**config.mk**
```make
export PLATFORM = sky130hd
export DESIGN_NAME = otsu_ctrl
export DESIGN_NICKNAME = d
export VERILOG_FILES = /design/src/hw/rtl/otsu_pkg.sv /design/src/hw/rtl/otsu_ctrl.sv
export SDC_FILE = /design/constraint.sdc
export NUM_CORES = 1
export LEC_CHECK = 0
export BUFFER_PORTS_ARGS = -buffer_cell sky130_fd_sc_hd__buf_2
export CORE_MARGIN = 5
export CORE_UTILIZATION = 32
export CTS_BUF_LIST = sky130_fd_sc_hd__clkbuf_16
export DETAILED_ROUTE_END_ITERATION = 8
export HOLD_SLACK_MARGIN = 0.06
export SLEW_MARGIN = 20
export SYNTH_ARGS = -nofsm -noshare
export SYNTH_HDL_FRONTEND = slang
export SYNTH_SLANG_ARGS = --single-unit
```
**constraint.sdc**
```tcl
create_clock -name clk -period 1.5 [get_ports clk]
set_input_delay 0.075 -clock clk [delete_from_list [all_inputs] [get_ports clk]]
set_output_delay 0.075 -clock clk [all_outputs]
set_load 0.01 [all_outputs]
```
**src/hw/rtl/otsu_pkg.sv**
```systemverilog
`timescale 1ns / 1ps
`default_nettype none
// -----------------------------------------------------------------------------
// otsu_pkg
// Shared types and constants for the Otsu threshold finder.
// -----------------------------------------------------------------------------
package otsu_pkg;

  localparam int MAX_PIXELS_LOG2_DEF = 20;
  localparam int LEVELS              = 256;

  // multiplier operation select
  localparam logic [1:0] MUL_SQ  = 2'd0;  // a * a
  localparam logic [1:0] MUL_LHS = 2'd1;  // sq * best den
  localparam logic [1:0] MUL_RHS = 2'd2;  // best sq * den

  typedef struct packed {
    logic [7:0] pixel;
    logic       last;
  } in_word_t;

  typedef struct packed {
    logic [7:0] threshold;
    logic       overflow;
  } out_word_t;

  // controller -> datapath
  typedef struct packed {
    logic       acc_en;    // histogram read-modify-write for the input word
    logic       sw_start;  // clear sweep sums and best score
    logic       sw_rd;     // issue bin read at sweep index
    logic       sw_step;   // add read bin to running sums
    logic       sw_eval;   // class products
    logic       sw_diff;   // difference and denominator
    logic       mul_ld;    // load multiplier operands
    logic       mul_wr;    // store multiplier product
    logic [1:0] mul_op;
    logic       sw_upd;    // keep t when its score is greater
    logic       clr;       // clear bin at sweep index
    logic       tot_clr;   // clear totals
  } otsu_cmd_t;

  // datapath -> controller
  typedef struct packed {
    logic ok;          // both classes non-empty at current t
    logic t_last;      // current t is 255
    logic idx_last;    // sweep index at 255
    logic mul_done;    // multiplier idle
  } otsu_sts_t;

endpackage
`default_nettype wire

```
**src/hw/rtl/otsu_ctrl.sv**
```systemverilog
`timescale 1ns / 1ps
`default_nettype none
// -----------------------------------------------------------------------------
// otsu_ctrl
// Sequencer: clear, accumulate, sweep thresholds, emit.
// -----------------------------------------------------------------------------
module otsu_ctrl (
  input  wire                      clk,
  input  wire                      rst_n,
  input  wire                      in_valid,
  input  wire                      in_last,
  output logic                     in_stall,
  output logic                     out_valid,
  input  wire                      out_stall,
  output otsu_pkg::otsu_cmd_t      cmd,
  input  wire otsu_pkg::otsu_sts_t sts
);
  localparam logic [3:0] S_CLR  = 4'd0;
  localparam logic [3:0] S_ACC  = 4'd1;
  localparam logic [3:0] S_WAIT = 4'd2;
  localparam logic [3:0] S_RD   = 4'd3;
  localparam logic [3:0] S_STEP = 4'd4;
  localparam logic [3:0] S_EVAL = 4'd5;
  localparam logic [3:0] S_DIFF = 4'd6;
  localparam logic [3:0] S_MLD  = 4'd7;
  localparam logic [3:0] S_MRUN = 4'd8;
  localparam logic [3:0] S_CMP  = 4'd9;
  localparam logic [3:0] S_OUT  = 4'd10;

  logic [3:0] st_r, st_nxt;
  logic [1:0] op_r, op_nxt;
  logic       acc;

  assign acc       = (st_r == S_ACC) && in_valid;
  assign in_stall  = (st_r != S_ACC);
  assign out_valid = (st_r == S_OUT);

  always_comb begin
    cmd          = '0;
    cmd.acc_en   = acc;
    cmd.sw_start = acc && in_last;
    cmd.sw_rd    = (st_r == S_RD);
    cmd.sw_step  = (st_r == S_STEP);
    cmd.sw_eval  = (st_r == S_EVAL);
    cmd.sw_diff  = (st_r == S_DIFF);
    cmd.mul_ld   = (st_r == S_MLD);
    cmd.mul_wr   = (st_r == S_MRUN) && sts.mul_done;
    cmd.mul_op   = op_r;
    cmd.sw_upd   = (st_r == S_CMP);
    cmd.clr      = (st_r == S_CLR);
    cmd.tot_clr  = (st_r == S_OUT) && !out_stall;
    st_nxt = st_r;
    op_nxt = op_r;
    unique case (st_r)
      S_CLR:   if (sts.idx_last) st_nxt = S_ACC;
      S_ACC:   if (acc && in_last) st_nxt = S_WAIT;
      S_WAIT:  st_nxt = S_RD;  // last write-back settles
      S_RD:    st_nxt = S_STEP;
      S_STEP:  st_nxt = S_EVAL;
      S_EVAL: begin
        if (sts.ok) begin
          st_nxt = S_DIFF;
        end else if (sts.t_last) begin
          st_nxt = S_OUT;
        end else begin
          st_nxt = S_RD;
        end
      end
      S_DIFF: begin
        st_nxt = S_MLD;
        op_nxt = otsu_pkg::MUL_SQ;
      end
      S_MLD:   st_nxt = S_MRUN;
      S_MRUN: begin
        if (sts.mul_done) begin
          if (op_r == otsu_pkg::MUL_RHS) begin
            st_nxt = S_CMP;
          end else begin
            st_nxt = S_MLD;
            op_nxt = (op_r == otsu_pkg::MUL_SQ) ? otsu_pkg::MUL_LHS : otsu_pkg::MUL_RHS;
          end
        end
      end
      S_CMP:   st_nxt = sts.t_last ? S_OUT : S_RD;
      S_OUT:   if (!out_stall) st_nxt = S_CLR;
      default: st_nxt = S_CLR;
    endcase
  end

  always_ff @(posedge clk) begin
    if (!rst_n) begin
      st_r <= S_CLR;
      op_r <= otsu_pkg::MUL_SQ;
    end else begin
      st_r <= st_nxt;
      op_r <= op_nxt;
    end
  end

endmodule
`default_nettype wire

```
# Word level (Yosys, flattened, before mapping)
# Index checks and enable logic that the tools add are counted.
[word_totals]
register_bits = 6
in_bits = 9
output_inout_bits = 15
elab_cells = 41
[classes]
eq_ne = 17
mux = 12
reduce_logical = 10
[op_table]
columns = ["op", "count"]
rows = [
  ["case mux 4 bit (11 select lines)", 1],
  ["two-way mux 4 bit", 7],
  ["== test 4 x 3 -> 1 bit, second input constant", 4],
  ["== test 4 bit, second input constant", 3],
  ["== test 4 x 2 -> 1 bit, second input constant", 2],
  ["!= test 2 bit, second input constant", 4],
  ["two-way mux 2 bit", 3],
  ["== test 4 x 1 -> 1 bit, second input constant", 1],
  ["logical AND 1 bit", 4],
  ["logical NOT 4 bit", 1],
  ["!= test 4 x 1 -> 1 bit, second input constant", 1],
  ["case mux 2 bit (2 select lines)", 1],
  ["AND reduction 4 bit", 1],
  ["AND reduction 3 bit", 1],
  ["== test 2 bit, second input constant", 1],
  ["logical NOT 2 bit", 1],
  ["!= test 2 x 1 -> 1 bit, second input constant", 1],
  ["nonzero test 2 bit", 1],
  ["logical NOT 1 bit", 1],
]

# Depth between registers and ports, before layout
[logic_depth]
word_depth = 5
mapped_depth = 6
depth_no_buf = 4

# Least setup slack after synthesis
# OpenSTA, ideal clock, no wires.
[synth_timing]
path_kind = "register to register"
start = "reg st_r[1]"
end = "reg st_r[0]"
arrival_time_ps = 1299
setup_slack_ps = 83
path_stages_with_launch = 6
n_path_buf = 1
period_less_slack_ps = 1417
cell_sequence = "dfxtp_1 -> buf_4 -> nor4_2 -> nand2b_1 -> and3_4 -> a32o_1"
[synth_rtl]
columns = ["item", "line_no", "text"]
rows = [
  ["from (decl)", "otsu_ctrl.sv:30", "logic [3:0] st_r, st_nxt;"],
  ["from (signal assigned)", "otsu_ctrl.sv:95", "st_r <= st_nxt;"],
]

==> summary.md <==
| Metric | Value |
|---|---|
| WS Path Type | reg -> out |
| Final hold vios | 0 |
| Synth Register Bits | 6 |
| Pin count of the biggest net entering global routing | 13 |
| Core area | 1730 um^2 |
| CTS buffer count | 3 |
| # fillers | 173 |
| Crit-path max FO | 10 |
| Remaining DRCs | 0 |
| Prevailing post-synth register cell | dfxtp_1 |
| Nets | 117 |
| RR Startpoint | st_r[1] |
| CTS max path bufs | 2 |
| Max Clk Rate | 702 MHz |
| Gate Count Post-Synth | 77 |
| Worst hold path class | in -> reg |
| First-pass GRT wire length | 2460 um |
| Initial antenna violation count | 0 |
| Synth Warn # | 0 |
| Site Rows | 15 |
| Max-Cap Viols | 0 |
| CP startpoint | st_r[1] |
| Ports | 24 |
| Pwr/cell area | 1610 nW/um^2 |
| Run status | completed |
| Sequential fraction of the synthesis area | 20.7% |
| Power after layout | 1.35 mW |
| Max-slew violation count | 0 |
| R2R setup slack | 0.16 ns |
| Placed Cells | 125 |
| Total grt overflow | 0 |
| WL/cell | 12.4 um |
| CTS clock-pin slew for the worst setup and hold paths | 0.04 ns |
| Clk_lat worst skew | 0.23 ns |
| WL met3 | 148 um |
| Detail Placement HPWL | 1140 um |
| Area grow syn2layout | 44.9% |
| Yosys top cell area share | 20.7% |
| Worst path arrival time | 1.35 ns |
| Vias in the first global route | 578 |
| CP endpoint kind | output port |
| Area leader, netlist | dfxtp_1 |
| Register area | 128 um^2 |
| Rel. slew slack | 80.4% |
| Maximum vdd drop | 0.879 mV |
| Final Wtd Congestion | 0.781 |
| Slowest library cell on the worst path | dfxtp_2 |
| Synth Area in Compound Gates | 25.5% |
| Wire length on met1 | 704 um |
| Simple-Gate Fraction of Synth Area | 41.0% |
| Non-Filler Instances | 131 |
| Minimum clock period after layout | 1.42 ns |
| DRT Pass-1 Iters | 4 |
| Ant diodes | 0 |
| CTS tree | yes |
| Synth top area cells | dfxtp_1 (21%), a21oi_1 (5.2%), nor2_1 (5.2%), nand2b_1 (4.3%), o21ai_0 (4.3%) |
| Die X | 52.5 um |
| Synthesized area per cell | 7.52 um^2 |
| Routed WL | 1620 um |
| Chip height | 52.5 um |
| CTS Hold Bufs | 0 |
| Async SR Flop Fraction | 0% |
| Unique masters post-synth | 35 |
| Final Cycle Share | 94.9% |
| Pin slew with the least headroom to its limit | 0.291 ns |
| Synthesized Nets | 86 |
| Initial core utilization | 33.6% |
| Post-synthesis mux area share | 0% |
| Port bufs | 23 |
| H-tree Lvls | 1 |
| Leakage | 0.376 nW |
| EDFF count, synth | 0 |
| Initial DRC count | 12 |
| Final setup viols | 0 |
| Multi-input logic area | 403 um^2 |
| Met2 routed WL | 722 um |
| Clock sinks | 6 |
| Clock skew | 0.00294 ns |
| Startpoint types | register |
| Final worst setup slack | 0.0758 ns |
| Die area | 2760 um^2 |
| Via/cell ratio | 5.08 |
| Hold_sp | out_stall |
| Final setup TNS | 0 ns |
| Crit path required time | 1.42 ns |
| Area after DPL | 728 um^2 |
| Final ANT Viol Nets | 0 |
| Finished Cell Area | 840 um^2 |
| Largest family of logic cells by synthesized area | simple AND/OR/NAND/NOR gates |
| Uppermost routed layer | met4 |
| Pre-CTS setup slack | 0.102 ns |
| Post-Synth Adder-Cell Area | 0% |
| Xor/xnor share of the synthesized area | 1.51% |
| Mapped Area | 579 um^2 |
| Crit path cell chain | nor4b_4 > buf_4 > inv_1 > nor2_1 > buf_2 |
| DR vias | 666 |
| GR Util All Layers | 12.2% |
| Clock root buffer | clkbuf_16 |
| Max stage delay on crit path | 0.39 ns |
| Proportion of layout cells with a drive suffix above 1 | 44.3% |
-- synthesized netlist by cell type (all sizes together), types with 2 or more instances --
| master | number |
|---|---|
| buf | 5 |
| nand2b | 4 |
| inv | 4 |
| nor3b | 3 |
| o31ai | 2 |
| a21boi | 2 |
| and3 | 2 |
| o21ai | 5 |
| nor4b | 2 |
| nand3 | 3 |
| and2 | 2 |
| a21oi | 6 |
| dfxtp | 6 |
| clkbuf | 2 |
| a32o | 2 |
| nor3 | 2 |
| nor2 | 8 |
| nand2 | 6 |
-- state kept, by name, summed over array words and instances (netlist names) --
register and flops:
st_r 4, op_r 2
-- path summary, 6_finish.rpt --
check                 end  cells after the start
setup / recovery  cmd[11]                      5
hold / removal    st_r[1]                      2
setup reg to reg  st_r[0]                      4
hold reg to reg   op_r[1]                      2
-- critical path: cells and delay by family, from the launching register on --
family        cells  cell delay (ns)
flops             1             0.39
buf+inv           3             0.34
simple gates      2             0.39
-- layout by cell type (no fill, tap or decap), types with 2 or more instances in the layout --
cell type	n
o31ai_1	2
and2_1	2
o21ai_0	5
dfxtp_1	2
a21oi_1	6
buf_4	9
buf_2	23
nor2_1	8
dfxtp_2	3
nand3_1	3
nand2b_1	4
clkbuf_16	3
inv_1	3
nor3_1	2
nor3b_1	3
nand2_1	6
nor4b_4	2
a32o_1	2
-- layer usage --
layer	up-vias	track usage [%]
li1	335	-
met1	302	14.7
met2	24	17.8
met3	5	4.56
met4	0	8.09
met5	-	0
-- what timing repair did --
| item | 4_1_cts | 5_1_grt |
|---|---|---|
| endpoints found under the setup margin | 2 | 7 |
| gates resized for setup | 2 | 4 |
| buffers inserted | 0 | 3 |
| cloned | 0 | 0 |
| pin swaps | 0 | 1 |
-- per-stage QoR --
step	hold WS (ns)	util, %
4_1_cts	0.136	46.7
2_1_floorplan	0.196	-
6_report	0.131	48.6
3_5_place_dp	0.375	42.2
5_1_grt	0.155	48.6
3_3_place_gp	0.351	42.2
-- area by class of cell --
cell class | count | share of cell area (%)
multi-input combinational | 60 | 48.0
sequential | 6 | 15.2
clock buffer | 3 | 8.94
tap | 25 | 3.73
inverter | 4 | 1.79
timing repair buffer | 33 | 22.4
-- cells by family after synthesis --
group                     count (synthesis)
buffers and inverters                    11
and+or+nand+nor                          37
DFF                                       6
AOI/OAI and AO/OA                        22
xor gates and xnor gates                  1
-- power by group --
part / total, mW / internal [mW] / switching (mW) / leakage, nW
clock network: 0.446 / 0.343 / 0.102 / 0.0370
registers: 0.300 / 0.200 / 0.101 / 0.0507
logic: 0.604 / 0.307 / 0.297 / 0.288
No activity file was read; power rests on OpenSTA's default activity.
